### src/mail_record_field_parser_macros.svh
`ifndef MAIL_RECORD_FIELD_PARSER_MACROS_SVH
`define MAIL_RECORD_FIELD_PARSER_MACROS_SVH

`ifndef SYNTHESIS

`define MRFP_ASSERT_NOW(label, pre, post) \
   label: assert property (@(posedge clock) disable iff (reset) (pre) |-> (post)) \
      else $error("mail record field parser check failed");

`define MRFP_ASSERT_NEXT(label, pre, post) \
   label: assert property (@(posedge clock) disable iff (reset) (pre) |=> (post)) \
      else $error("mail record field parser check failed");

`else

`define MRFP_ASSERT_NOW(label, pre, post)

`define MRFP_ASSERT_NEXT(label, pre, post)

`endif

`endif

### src/mrfp_pkg.sv
`default_nettype none

package mrfp_pkg;

   typedef enum logic [4:0] {
      KIND_LENGTH           = 5'd0,
      KIND_FLAGS            = 5'd1,
      KIND_TIMESTAMP        = 5'd2,
      KIND_PARENT_COUNT     = 5'd3,
      KIND_PARENT_ID        = 5'd4,
      KIND_ENCODING         = 5'd5,
      KIND_ATTACH_COUNT     = 5'd6,
      KIND_ENCRYPTION       = 5'd7,
      KIND_COMPRESSION      = 5'd8,
      KIND_HEADER_COUNT     = 5'd9,
      KIND_HEADER_ID        = 5'd10,
      KIND_HEADER_LEN       = 5'd11,
      KIND_HEADER_BYTE      = 5'd12,
      KIND_BODY_LEN         = 5'd13,
      KIND_BODY_BYTE        = 5'd14,
      KIND_ATTACH_FLAGS     = 5'd15,
      KIND_MIME             = 5'd16,
      KIND_NAME_LEN         = 5'd17,
      KIND_NAME_BYTE        = 5'd18,
      KIND_ATTACH_BODY_LEN  = 5'd19,
      KIND_ATTACH_BODY_BYTE = 5'd20,
      KIND_MSGID            = 5'd21
   } kind_type;

   localparam int FLAG_ATTACH      = 3;
   localparam int FLAG_PARENTS     = 4;
   localparam int FLAG_COMPRESSION = 5;
   localparam int FLAG_ENCODING    = 6;
   localparam int FLAG_ENCRYPTION  = 7;
   localparam int FLAG_TIMESTAMP   = 9;

   localparam int FLAGS_W = 10;
   localparam int RSP_DATA_W = 72;

   function automatic logic [3:0] field_size(kind_type kind);
      logic [3:0] size;
      case (kind)
         KIND_LENGTH, KIND_PARENT_ID, KIND_HEADER_ID, KIND_BODY_LEN,
         KIND_ATTACH_BODY_LEN, KIND_MSGID: size = 4'd4;
         KIND_FLAGS, KIND_PARENT_COUNT, KIND_ENCODING, KIND_ATTACH_COUNT,
         KIND_HEADER_LEN, KIND_MIME, KIND_NAME_LEN: size = 4'd2;
         KIND_TIMESTAMP: size = 4'd8;
         default: size = 4'd1;
      endcase
      return size;
   endfunction

   // Walk past absent optional fields and empty loops.
   function automatic kind_type skip_fields(kind_type start, logic [FLAGS_W-1:0] flags,
                                            logic items_zero, logic attach_zero,
                                            logic payload_zero);
      kind_type p;
      logic     moved;
      p = start;
      moved = 1'b1;
      for (int i = 0; i < 8; i++) begin
         if (moved) begin
            moved = 1'b0;
            case (p)
               KIND_TIMESTAMP: if (!flags[FLAG_TIMESTAMP]) begin
                  p = KIND_PARENT_COUNT; moved = 1'b1;
               end
               KIND_PARENT_COUNT: if (!flags[FLAG_PARENTS]) begin
                  p = KIND_ENCODING; moved = 1'b1;
               end
               KIND_PARENT_ID: if (items_zero) begin
                  p = KIND_ENCODING; moved = 1'b1;
               end
               KIND_ENCODING: if (!flags[FLAG_ENCODING]) begin
                  p = KIND_ATTACH_COUNT; moved = 1'b1;
               end
               KIND_ATTACH_COUNT: if (!flags[FLAG_ATTACH]) begin
                  p = KIND_ENCRYPTION; moved = 1'b1;
               end
               KIND_ENCRYPTION: if (!flags[FLAG_ENCRYPTION]) begin
                  p = KIND_COMPRESSION; moved = 1'b1;
               end
               KIND_COMPRESSION: if (!flags[FLAG_COMPRESSION]) begin
                  p = KIND_HEADER_COUNT; moved = 1'b1;
               end
               KIND_HEADER_ID: if (items_zero) begin
                  p = KIND_BODY_LEN; moved = 1'b1;
               end
               KIND_HEADER_BYTE: if (payload_zero) begin
                  p = KIND_HEADER_ID; moved = 1'b1;
               end
               KIND_BODY_BYTE: if (payload_zero) begin
                  p = KIND_ATTACH_FLAGS; moved = 1'b1;
               end
               KIND_ATTACH_FLAGS: if (!flags[FLAG_ATTACH] || attach_zero) begin
                  p = KIND_MSGID; moved = 1'b1;
               end
               KIND_NAME_BYTE: if (payload_zero) begin
                  p = KIND_ATTACH_BODY_LEN; moved = 1'b1;
               end
               KIND_ATTACH_BODY_BYTE: if (payload_zero) begin
                  p = KIND_ATTACH_FLAGS; moved = 1'b1;
               end
               default: moved = 1'b0;
            endcase
         end
      end
      return p;
   endfunction

endpackage

`default_nettype wire

### src/mail_record_field_parser.sv
// Mail archive record field parser.
// req channel: one record byte per request in req_tdata; req_tuser set marks the
// byte as the first byte of a new record and clears all parser state first.
// rsp channel: one request per completed field, carrying the field kind and its
// little-endian value (payload bytes carry the byte itself); rsp_tlast is set
// on the message id that ends a record. Bytes that only extend a field, or that
// fall in skipped parts, give no response.
// Path: an accepted byte passes the input register, then the response register.
// Throughput: one byte per cycle; the input register and the response
// register each advance every cycle while the response side takes data.
// Reset: synchronous, active high; the parser then expects the length field of
// a new record and both registers are empty.
// Stall: while rsp_tready is low a held response blocks the input register,
// which then holds one more byte before req_tready drops.
`default_nettype none
`include "mail_record_field_parser_macros.svh"

module mail_record_field_parser
   import mrfp_pkg::*;
(
   input  wire logic                  clock,
   input  wire logic                  reset,
   input  wire logic                  req_tvalid,
   output logic                       req_tready,
   input  wire logic [7:0]            req_tdata,   // [7:0] data_byte
   input  wire logic                  req_tuser,   // [0] record_start
   output logic                       rsp_tvalid,
   input  wire logic                  rsp_tready,
   output logic [RSP_DATA_W-1:0]      rsp_tdata,   // [4:0] field_kind, [68:5] field_value
   output logic                       rsp_tlast    // record_done
);

   logic                 in_valid_ff;
   logic [7:0]           in_byte_ff;
   logic                 in_start_ff;

   kind_type             phase_ff, phase_in;
   logic [2:0]           bif_ff, bif_in;
   logic [63:0]          acc_ff, acc_in;
   logic [FLAGS_W-1:0]   flags_ff, flags_in;
   logic [15:0]          items_ff, items_in;
   logic [15:0]          attach_ff, attach_in;
   logic [31:0]          payload_ff, payload_in;

   logic                 out_valid_ff;
   kind_type             out_kind_ff;
   logic [63:0]          out_value_ff;
   logic                 out_done_ff;

   logic                 advance;
   logic                 clear;
   kind_type             cur_phase;
   logic [2:0]           cur_bif;
   logic [63:0]          cur_acc;
   logic [FLAGS_W-1:0]   cur_flags;
   logic [15:0]          cur_items;
   logic [15:0]          cur_attach;
   logic [31:0]          cur_payload;
   logic [63:0]          acc_new;
   logic [63:0]          value;
   logic                 partial;
   kind_type             target;
   logic                 in_payload_phase;
   logic                 in_count_phase;

   assign advance    = in_valid_ff && (!out_valid_ff || rsp_tready);
   assign req_tready = !in_valid_ff || advance;

   assign clear       = in_start_ff || (phase_ff > KIND_MSGID);
   assign cur_phase   = clear ? KIND_LENGTH : phase_ff;
   assign cur_bif     = clear ? 3'd0 : bif_ff;
   assign cur_acc     = clear ? 64'd0 : acc_ff;
   assign cur_flags   = clear ? '0 : flags_ff;
   assign cur_items   = clear ? 16'd0 : items_ff;
   assign cur_attach  = clear ? 16'd0 : attach_ff;
   assign cur_payload = clear ? 32'd0 : payload_ff;

   assign acc_new = cur_acc | (64'(in_byte_ff) << {cur_bif, 3'b000});
   assign partial = ({1'b0, cur_bif} + 4'd1) < field_size(cur_phase);

   always_comb begin
      value      = acc_new;
      flags_in   = cur_flags;
      items_in   = cur_items;
      attach_in  = cur_attach;
      payload_in = cur_payload;
      target     = cur_phase;
      case (cur_phase)
         KIND_LENGTH: target = KIND_FLAGS;
         KIND_FLAGS: begin
            value     = {54'd0, acc_new[FLAGS_W-1:0]};
            flags_in  = acc_new[FLAGS_W-1:0];
            items_in  = 16'd0;
            attach_in = 16'd0;
            target    = KIND_TIMESTAMP;
         end
         KIND_PARENT_COUNT: begin
            items_in = acc_new[15:0];
            target   = KIND_PARENT_ID;
         end
         KIND_PARENT_ID: begin
            items_in = cur_items - 16'd1;
            target   = KIND_PARENT_ID;
         end
         KIND_ATTACH_COUNT: begin
            attach_in = acc_new[15:0];
            target    = KIND_ENCRYPTION;
         end
         KIND_HEADER_COUNT: begin
            items_in = {8'd0, acc_new[7:0]};
            target   = KIND_HEADER_ID;
         end
         KIND_HEADER_ID: begin
            items_in = cur_items - 16'd1;
            target   = KIND_HEADER_LEN;
         end
         KIND_HEADER_LEN: begin
            payload_in = {16'd0, acc_new[15:0]};
            target     = KIND_HEADER_BYTE;
         end
         KIND_BODY_LEN: begin
            payload_in = acc_new[31:0];
            target     = KIND_BODY_BYTE;
         end
         KIND_ATTACH_FLAGS: begin
            value     = {60'd0, acc_new[3:0]};
            attach_in = cur_attach - 16'd1;
            target    = KIND_MIME;
         end
         KIND_NAME_LEN: begin
            payload_in = {16'd0, acc_new[15:0]};
            target     = KIND_NAME_BYTE;
         end
         KIND_ATTACH_BODY_LEN: begin
            payload_in = acc_new[31:0];
            target     = KIND_ATTACH_BODY_BYTE;
         end
         KIND_HEADER_BYTE, KIND_BODY_BYTE, KIND_NAME_BYTE, KIND_ATTACH_BODY_BYTE: begin
            payload_in = cur_payload - 32'd1;
            target     = cur_phase;
         end
         KIND_MSGID: target = KIND_LENGTH;
         default: target = kind_type'(5'(cur_phase) + 5'd1);
      endcase
   end

   always_comb begin
      if (partial) begin
         phase_in = cur_phase;
         bif_in   = cur_bif + 3'd1;
         acc_in   = acc_new;
      end else begin
         phase_in = skip_fields(target, flags_in, items_in == 16'd0,
                                attach_in == 16'd0, payload_in == 32'd0);
         bif_in   = 3'd0;
         acc_in   = 64'd0;
      end
   end

   always_ff @(posedge clock) begin
      if (reset) begin
         in_valid_ff  <= 1'b0;
         out_valid_ff <= 1'b0;
         phase_ff     <= KIND_LENGTH;
         bif_ff       <= 3'd0;
         acc_ff       <= 64'd0;
         flags_ff     <= '0;
         items_ff     <= 16'd0;
         attach_ff    <= 16'd0;
         payload_ff   <= 32'd0;
      end else begin
         if (req_tvalid && req_tready) begin
            in_valid_ff <= 1'b1;
            in_byte_ff  <= req_tdata;
            in_start_ff <= req_tuser;
         end else if (advance) begin
            in_valid_ff <= 1'b0;
         end
         if (advance) begin
            phase_ff   <= phase_in;
            bif_ff     <= bif_in;
            acc_ff     <= acc_in;
            flags_ff   <= partial ? cur_flags : flags_in;
            items_ff   <= partial ? cur_items : items_in;
            attach_ff  <= partial ? cur_attach : attach_in;
            payload_ff <= partial ? cur_payload : payload_in;
         end
         if (advance && !partial) begin
            out_valid_ff <= 1'b1;
            out_kind_ff  <= cur_phase;
            out_value_ff <= value;
            out_done_ff  <= cur_phase == KIND_MSGID;
         end else if (rsp_tready) begin
            out_valid_ff <= 1'b0;
         end
      end
   end

   assign rsp_tvalid = out_valid_ff;
   assign rsp_tdata  = {3'd0, out_value_ff, 5'(out_kind_ff)};
   assign rsp_tlast  = out_done_ff;

   assign in_payload_phase = phase_ff inside {KIND_HEADER_BYTE, KIND_BODY_BYTE, KIND_NAME_BYTE,
                                              KIND_ATTACH_BODY_BYTE};
   assign in_count_phase   = phase_ff inside {KIND_PARENT_ID, KIND_HEADER_ID};

   `MRFP_ASSERT_NOW(a_done_on_msgid, rsp_tvalid && rsp_tlast, rsp_tdata[4:0] == 5'(KIND_MSGID))
   `MRFP_ASSERT_NOW(a_payload_nonzero, in_payload_phase, payload_ff != 32'd0)
   `MRFP_ASSERT_NOW(a_items_nonzero, in_count_phase, items_ff != 16'd0)
   `MRFP_ASSERT_NEXT(a_field_restart, advance && !partial, bif_ff == 3'd0 && acc_ff == 64'd0)

endmodule

`default_nettype wire

### config.mk
export PLATFORM = sky130hd
export DESIGN_NAME = mail_record_field_parser
export DESIGN_NICKNAME = d
export VERILOG_FILES = /design/src/mrfp_pkg.sv /design/src/mail_record_field_parser.sv
export VERILOG_INCLUDE_DIRS = /design/src /design/src/src
export SDC_FILE = /design/constraint.sdc
export NUM_CORES = 1
export LEC_CHECK = 0
export ABC_AREA = 0
export BUFFER_PORTS_ARGS = -buffer_cell sky130_fd_sc_hd__buf_2
export CELL_PAD_IN_SITES_DETAIL_PLACEMENT = 1
export CELL_PAD_IN_SITES_GLOBAL_PLACEMENT = 1
export CORE_ASPECT_RATIO = 1.25
export CORE_MARGIN = 2
export CORE_UTILIZATION = 35
export CTS_CLUSTER_SIZE = 16
export DETAILED_ROUTE_END_ITERATION = 12
export PLACE_DENSITY = 0.73
export SLEW_MARGIN = 25
export SYNTH_ARGS = -nofsm -noshare
export SYNTH_HDL_FRONTEND = slang
export SYNTH_SLANG_ARGS = --single-unit
### constraint.sdc
create_clock -name clock -period 11.55 [get_ports clock]
set_input_delay 2.31 -clock clock [delete_from_list [all_inputs] [get_ports clock]]
set_output_delay 2.31 -clock clock [all_outputs]
set_load 0.05 [all_outputs]
# [Word-level counts from Yosys, hierarchy flattened]
# Memory sizes are Yosys's and may differ from the RTL's.
# Index checks and enable logic that the tools add are counted.
[word_totals] memories=1 elab_cells=363 romBits=128 ff_bits=227
[mem_list] name="(no name shown)" words=32 word_bits=4 rd=1 rd_clocked_by_memory_dff=0 write_ports=0 line_no="mrfp_pkg.sv:42" source="case (kind)"
[op_classes] n_shift=1 bitwise=2 addsub=6 eq_ne=120 n_lt_le_gt_ge=2 reduce_logical=46 muxes=171
[op_table] cell="$mux 5" count=112
[op_table] cell="$pmux 5 s12" count=8
[op_table] cell="$eq 5x4->1 const B" count=47
[op_table] cell="$eq 5x3->1 const B" count=34
[op_table] cell="$mux 64" count=2
[op_table] cell="$pmux 64 s2" count=1
[op_table] cell="$eq 5x5->1 const B" count=21
[op_table] cell="$pmux 32 s3" count=1
[op_table] cell="$eq 5x2->1 const B" count=17
[op_table] cell="$pmux 5 s13" count=1
[op_table] cell="$mux 16" count=4
[op_table] cell="$mux 32" count=2
[op_table] cell="$or 64x64->64" count=1
[op_table] cell="$pmux 16 s4" count=1
[op_table] cell="$shl 8x6->64" count=1
[op_table] cell="$pmux 1 s9" count=7
[op_table] cell="$pmux 16 s3" count=1
[op_table] cell="$reduce_or 2->1" count=19
[op_table] cell="$logic_not 16->1" count=2
[op_table] cell="$logic_not 32->1" count=1
[op_table] cell="$reduce_or 4->1" count=8
[op_table] cell="$sub 16x1->16 const B" count=2
[op_table] cell="$sub 32x1->32 const B" count=1
[op_table] cell="$mux 10" count=3
[op_table] cell="15 further kinds" count=51

# [Longest topological paths before layout]
[depth] depth_word=46 mapped_depth=37 mapped_depth_nobuf=28

# [Least setup slack after synthesis]
# No wires, ideal clock.
[synth_path] kind="flip-flop to flip-flop" startpoint="register in_start_ff" endpoint="register phase_ff[0]" stages_incl_launch_ff=38 setup_slack_ns=3.436 n_path_buf=13 t_arrival_ns=7.981 cell_sequence="edfxtp_1 -> buf_2 -> or2_2 -> buf_4 -> nand2_1 -> buf_2 -> buf_2 -> buf_2 -> buf_2 -> buf_1 -> clkbuf_1 -> clkbuf_1 -> clkbuf_1 -> nand2_1 -> ha_1 -> nand2_1 -> a2bb2oi_1 -> nor3_1 -> [2 not listed] -> or4_1 -> or4_1 -> buf_2 -> or4_4 -> and2_4 -> buf_6 -> mux2_2 -> a221o_1 -> nor4b_2 -> or2_1 -> buf_4 -> nor3_2 -> a21o_1 -> or3_1 -> o31ai_1 -> a211oi_1 -> nor4b_1 -> nor4_1"
[synth_between] elab_chain_len=45 word_cells_on_any_way=323 cone_classes="add/sub: 5; order compare: 1; eq/ne: 120; shift: 1; mux: 160; bitwise: 1; reduce/logical: 34; memory: 1"
[synth_rtl] element="start: declaration" line_no="mail_record_field_parser.sv:35" source="logic in_start_ff;"
[synth_rtl] element="start signal: assignment" line_no="mail_record_field_parser.sv:175" source="in_start_ff <= req_tuser;"
[synth_rtl] element="$logic_or 1x1->1 (*)" line_no="mail_record_field_parser.sv:69" source="assign clear = in_start_ff || (phase_ff > KIND_MSGID);"
[synth_rtl] element="branches (longest 43 deep; another with $sub 32x1->32)"
[synth_rtl] element="$mux 5 (*)" line_no="mail_record_field_parser.sv:148" source="if (partial) begin"
[synth_rtl] element="end signal: assignment" line_no="mail_record_field_parser.sv:180" source="phase_ff <= phase_in;"
[synth_rtl] element="end: declaration" line_no="mail_record_field_parser.sv:37" source="kind_type phase_ff, phase_in;"
# Mark *: on every way between the ends. The select of a mux whose other input is x is not followed.
# A chain may end at the register's enable or synchronous reset.

# [Final worst setup path]
[layout_path] startpoint="register phase_ff[4]" endpoint="register phase_ff[0]"
[layout_between] word_cells_on_any_way=324 cone_classes="add/sub: 5; order compare: 2; eq/ne: 120; shift: 1; mux: 160; bitwise: 1; reduce/logical: 34; memory: 1"
[layout_lines] element="$gt 5x5->1 (*)" line_no="mail_record_field_parser.sv:69"
[layout_lines] element="$logic_or 1x1->1 (*)" line_no="mail_record_field_parser.sv:69"
[layout_lines] element="$mux 5 (*)" line_no="mail_record_field_parser.sv:70" source="assign cur_phase = clear ? KIND_LENGTH : phase_ff;"
[layout_lines] element="net cur_phase[1]" line_no="mail_record_field_parser.sv:52" source="kind_type cur_phase;"
[layout_lines] element="branches (longest 41 deep; another with $add 5x1->5)"
[layout_lines] element="$mux 5 (*)" line_no="mail_record_field_parser.sv:148"
# Mark *: on every way through the listed nets, which the timed path passes. The select of a mux whose other input is x is not followed.

==> impl_metrics.prom <==
# TYPE chip_impl_metric gauge
chip_impl_metric{name="pin_count_of_the_biggest_net_entering_global_routing",unit=""} 81
chip_impl_metric{name="layout.filler_cells",unit=""} 4726
chip_impl_info{name="grt_setup_unrepaired",value="no"} 1
chip_impl_metric{name="routedWlPerCell",unit="um"} 24.2
chip_impl_metric{name="synth_seq_cells",unit=""} 223
chip_impl_metric{name="clock.fmax",unit="GHz"} 0.103
chip_impl_metric{name="core_region_area",unit="sq um"} 39200
chip_impl_metric{name="timing.max_slew.rel_slack",unit="%"} 23.0
chip_impl_metric{name="grt_antenna_before_repair",unit=""} 1
chip_impl_metric{name="final_hold_viol_count",unit=""} 0
chip_impl_metric{name="globalRoute.totalOverflow",unit=""} 0
chip_impl_metric{name="synth_cells",unit=""} 1741
chip_impl_metric{name="power_density",unit="nW/um^2"} 110
chip_impl_metric{name="worstSkewPairLatency",unit="ns"} 0.55
chip_impl_info{name="critical_path.slowest_cell",value="nor2_1"} 1
chip_impl_info{name="run_status",value="finished clean"} 1
chip_impl_metric{name="final_period_minus_worst_setup_slack",unit="ns"} 9.69
chip_impl_metric{name="crit_fanout",unit=""} 29
chip_impl_metric{name="place.gp.congestion",unit=""} 0.927
chip_impl_metric{name="via_count_of_the_first_global_routing_pass",unit=""} 14405
chip_impl_metric{name="number_of_levels_the_h_tree_was_split_into",unit=""} 1
chip_impl_metric{name="synth-edff-count",unit=""} 79
chip_impl_metric{name="regArea",unit="sq um"} 5260
chip_impl_metric{name="drive_gt1_share",unit="%"} 11.4
chip_impl_metric{name="totalNegativeSetupSlack",unit="ns"} 0
chip_impl_metric{name="numPortBuffers",unit=""} 84
chip_impl_metric{name="drt-pass1-iter-count",unit=""} 5
chip_impl_metric{name="initial_core_util",unit="%"} 35.6
chip_impl_metric{name="n_antenna_cell",unit=""} 0
chip_impl_metric{name="max-vdd-ir-drop",unit="V"} 0.000106
chip_impl_metric{name="ios",unit=""} 88
chip_impl_metric{name="slew_viol_final",unit=""} 0
chip_impl_metric{name="cts-buffers-inserted",unit=""} 24
chip_impl_metric{name="cts-hold-fix-buffers",unit=""} 0
chip_impl_metric{name="drc",unit=""} 0
chip_impl_metric{name="leakage",unit="nW"} 5.81
chip_impl_metric{name="dr_total_vias",unit=""} 14400
chip_impl_info{name="ys.flop_type",value="dfxtp_1"} 1
chip_impl_metric{name="hold-path-cell-count",unit=""} 2
chip_impl_metric{name="drtIter0Drc",unit=""} 1175
chip_impl_metric{name="synth.cell_area",unit="sq um"} 14000
chip_impl_info{name="timing.critical_path.to_type",value="flop"} 1
chip_impl_metric{name="cp.arrival",unit="ns"} 10.15
chip_impl_metric{name="global_route_wire_length_before_repair",unit="um"} 85400
chip_impl_info{name="startpoint_type",value="flop"} 1
chip_impl_metric{name="cts.repair.resized",unit=""} 0
chip_impl_metric{name="synth.avg_cell_area",unit="sq um"} 8.02
chip_impl_metric{name="ant_nets",unit=""} 0
chip_impl_metric{name="clk_pin_slew",unit="ns"} 0.07
chip_impl_metric{name="synth_async_sr_flop_share",unit="%"} 0
chip_impl_info{name="criticalPathCategory",value="flop to flop"} 1
chip_impl_metric{name="synthToLayoutAreaGrowth",unit="%"} 11.2
chip_impl_metric{name="fin_crit_sh",unit="%"} 83.9
chip_impl_metric{name="report.final.setup_viol",unit=""} 0
chip_impl_metric{name="proportion_of_synthesized_chip_area_in_sequential_cells",unit="%"} 37.6
chip_impl_metric{name="die_h",unit="um"} 227
chip_impl_metric{name="rr_worst_depth",unit=""} 27
chip_impl_info{name="clock-root-buffer",value="clkbuf_16"} 1
chip_impl_metric{name="maxCapViolations",unit=""} 0
chip_impl_metric{name="worst_slew_pin_slew",unit="ns"} 1.15
chip_impl_metric{name="die_width",unit="um"} 183
chip_impl_info{name="worst_hold_path_type",value="flop to flop"} 1
chip_impl_metric{name="cts-root-to-sink-buffers",unit=""} 3
chip_impl_metric{name="clkSinkCount",unit=""} 223
chip_impl_metric{name="wirelength",unit="um"} 54800
chip_impl_metric{name="finClkSkew",unit="ns"} 0.0185
chip_impl_metric{name="post_drt_via_cell_ratio",unit=""} 6.37
chip_impl_metric{name="worst-endpoint-required",unit="ns"} 12.00
chip_impl_metric{name="hpwlAfterDp",unit="um"} 38800
chip_impl_metric{name="final_cell_area",unit="sq um"} 15500
chip_impl_metric{name="crit_path_max_incr_delay",unit="ns"} 0.84
chip_impl_metric{name="placed_area",unit="sq um"} 14700
chip_impl_metric{name="regToRegSetupSlack",unit="ns"} 1.86
chip_impl_metric{name="finalNetCount",unit=""} 1773
chip_impl_metric{name="synth_cell_type_count",unit=""} 95
chip_impl_metric{name="ys_warn_count",unit=""} 0
chip_impl_metric{name="multi_input_area",unit="sq um"} 8090
chip_impl_info{name="tritoncts",value="done"} 1
chip_impl_metric{name="fp-row-count",unit=""} 81
chip_impl_metric{name="post_cts_setup_buffer_count",unit=""} 0
chip_impl_metric{name="globalRouteTotalUtil",unit="%"} 26.1
chip_impl_metric{name="fp.dieArea",unit="sq um"} 41500
metrics by stage:
| stage | hold slack, ns | cells | total power, mW | utilization [%] | worst slack (ns) |
|---|---|---|---|---|---|
| 6_report | 0.458 | 2262 | 1.71 | 39.6 | 1.86 |
| 5_1_grt | 0.481 | 2262 | 1.76 | 39.6 | 1.20 |
| 4_1_cts | 0.457 | 2262 | 1.72 | 39.6 | 2.09 |
| 3_5_place_dp | 0.448 | 2218 | 0.941 | 37.6 | 2.09 |
| 3_3_place_gp | 0.440 | 2218 | 0.941 | 37.6 | 2.31 |
| 2_1_floorplan | 0.432 | 1743 | 0.894 | - | 3.44 |
cell usage in the layout, fill, tap and decap left out, types with 13 or more instances in the layout:
cell type,Yosys,layout
buf_4,5,34
o31ai_1,16,16
o22ai_1,13,13
o211ai_1,27,27
nor2b_1,23,23
or4_1,16,16
ha_1,14,14
nor2_1,289,285
nand2_1,114,112
buf_2,15,83
inv_1,28,28
clkbuf_16,0,25
a31oi_1,21,21
and2_1,15,15
dfxtp_1,144,144
or3_1,23,23
a22oi_1,101,101
and3_1,23,23
a21oi_1,155,153
nand4_1,20,20
edfxtp_1,79,79
a21o_1,24,24
nor4_1,22,22
o21ai_0,63,62
nand3_1,50,50
nor3_1,49,49
nand2b_1,14,13
a211oi_1,17,15
final timing paths:
| kind | startpoint | end |
|---|---|---|
| setup reg to reg | phase_ff[4] | phase_ff[0] |
| hold reg to reg | acc_ff[1] | acc_ff[1] |
| hold / removal | acc_ff[1] | acc_ff[1] |
| setup / recovery | phase_ff[4] | phase_ff[0] |
logic make-up after synthesis:
kind of cell             count (synthesis)  share of synthesized area (%)
AO/OA/AOI/OAI                          591                           29.4
AND/OR/NAND/NOR                        719                           25.1
flip-flops                             223                           37.6
multiplexers                            10                          0.726
adder cells (fa/ha/maj)                 14                           1.25
other                                    1                         0.0269
buffers and inverters                  168                           4.85
XOR/XNOR                                15                          0.941
flip-flops by register name, indices dropped and copies added (netlist names):
name	cells
acc_ff	64
out_value_ff	64
payload_ff	32
attach_ff	16
items_ff	16
in_byte_ff	8
flags_ff	6
out_kind_ff	5
phase_ff	5
bif_ff	3
in_start_ff	1
in_valid_ff	1
rsp_tlast	1
rsp_tvalid	1
routing by layer:
layer | global-route usage [%] | part of all wire (%) | routed length (um)
met1 | 32.8 | 42 | 22900
met5 | 0 | 0.018 | 10
met4 | 10.1 | 3.6 | 1980
met2 | 45.8 | 49 | 26800
met3 | 3.15 | 5.4 | 2980
where the power goes:
group / leakage (nW) / internal [mW] / switching [mW] / total [mW]
Combinational: 3.65 / 0.0201 / 0.0792 / 0.0993
Clock: 0.384 / 0.442 / 0.346 / 0.788
Sequential: 1.78 / 0.815 / 0.0131 / 0.828
Total: 5.81 / 1.28 / 0.438 / 1.71
critical path: cells and delay by family (launching register included):
family                   cells  cell delay (ns)
buffers and inverters        2             0.65
adder cells (fa/ha/maj)      2             1.16
flip-flops                   1             0.63
multiplexers                 1             0.41
AO/OA/AOI/OAI               10             3.10
AND/OR/NAND/NOR             12             3.65
cell usage after synthesis, drive strengths merged (15+ instances only):
| cell type | number | area [sq um] |
|---|---|---|
| nor2 | 289 | 1080 |
| a21oi | 155 | 776 |
| dfxtp | 144 | 2880 |
| nand2 | 114 | 428 |
| clkbuf | 107 | 403 |
| a22oi | 101 | 758 |
| edfxtp | 79 | 2370 |
| o21ai | 69 | 345 |
| nand3 | 50 | 250 |
| nor3 | 50 | 255 |
| buf | 33 | 169 |
| inv | 28 | 105 |
| o211ai | 27 | 203 |
| a21o | 24 | 180 |
| and3 | 23 | 144 |
| nor2b | 23 | 144 |
| nor4 | 23 | 150 |
| or3 | 23 | 144 |
| a31oi | 21 | 131 |
| nand4 | 20 | 125 |
| a211oi | 18 | 140 |
| or4 | 18 | 143 |
| and2 | 17 | 109 |
| o31ai | 16 | 120 |
| or2 | 15 | 93.9 |
layout make-up:
type | count | area share [%]
clock buffers | 29 | 4.13
clock inverters | 15 | 0.878
inverters | 28 | 0.677
multi-input cells | 1352 | 52.1
flip-flops and latches | 223 | 33.8
well taps | 498 | 4.01
repair buffers | 117 | 4.32
(Power assumes the default switching activity.)
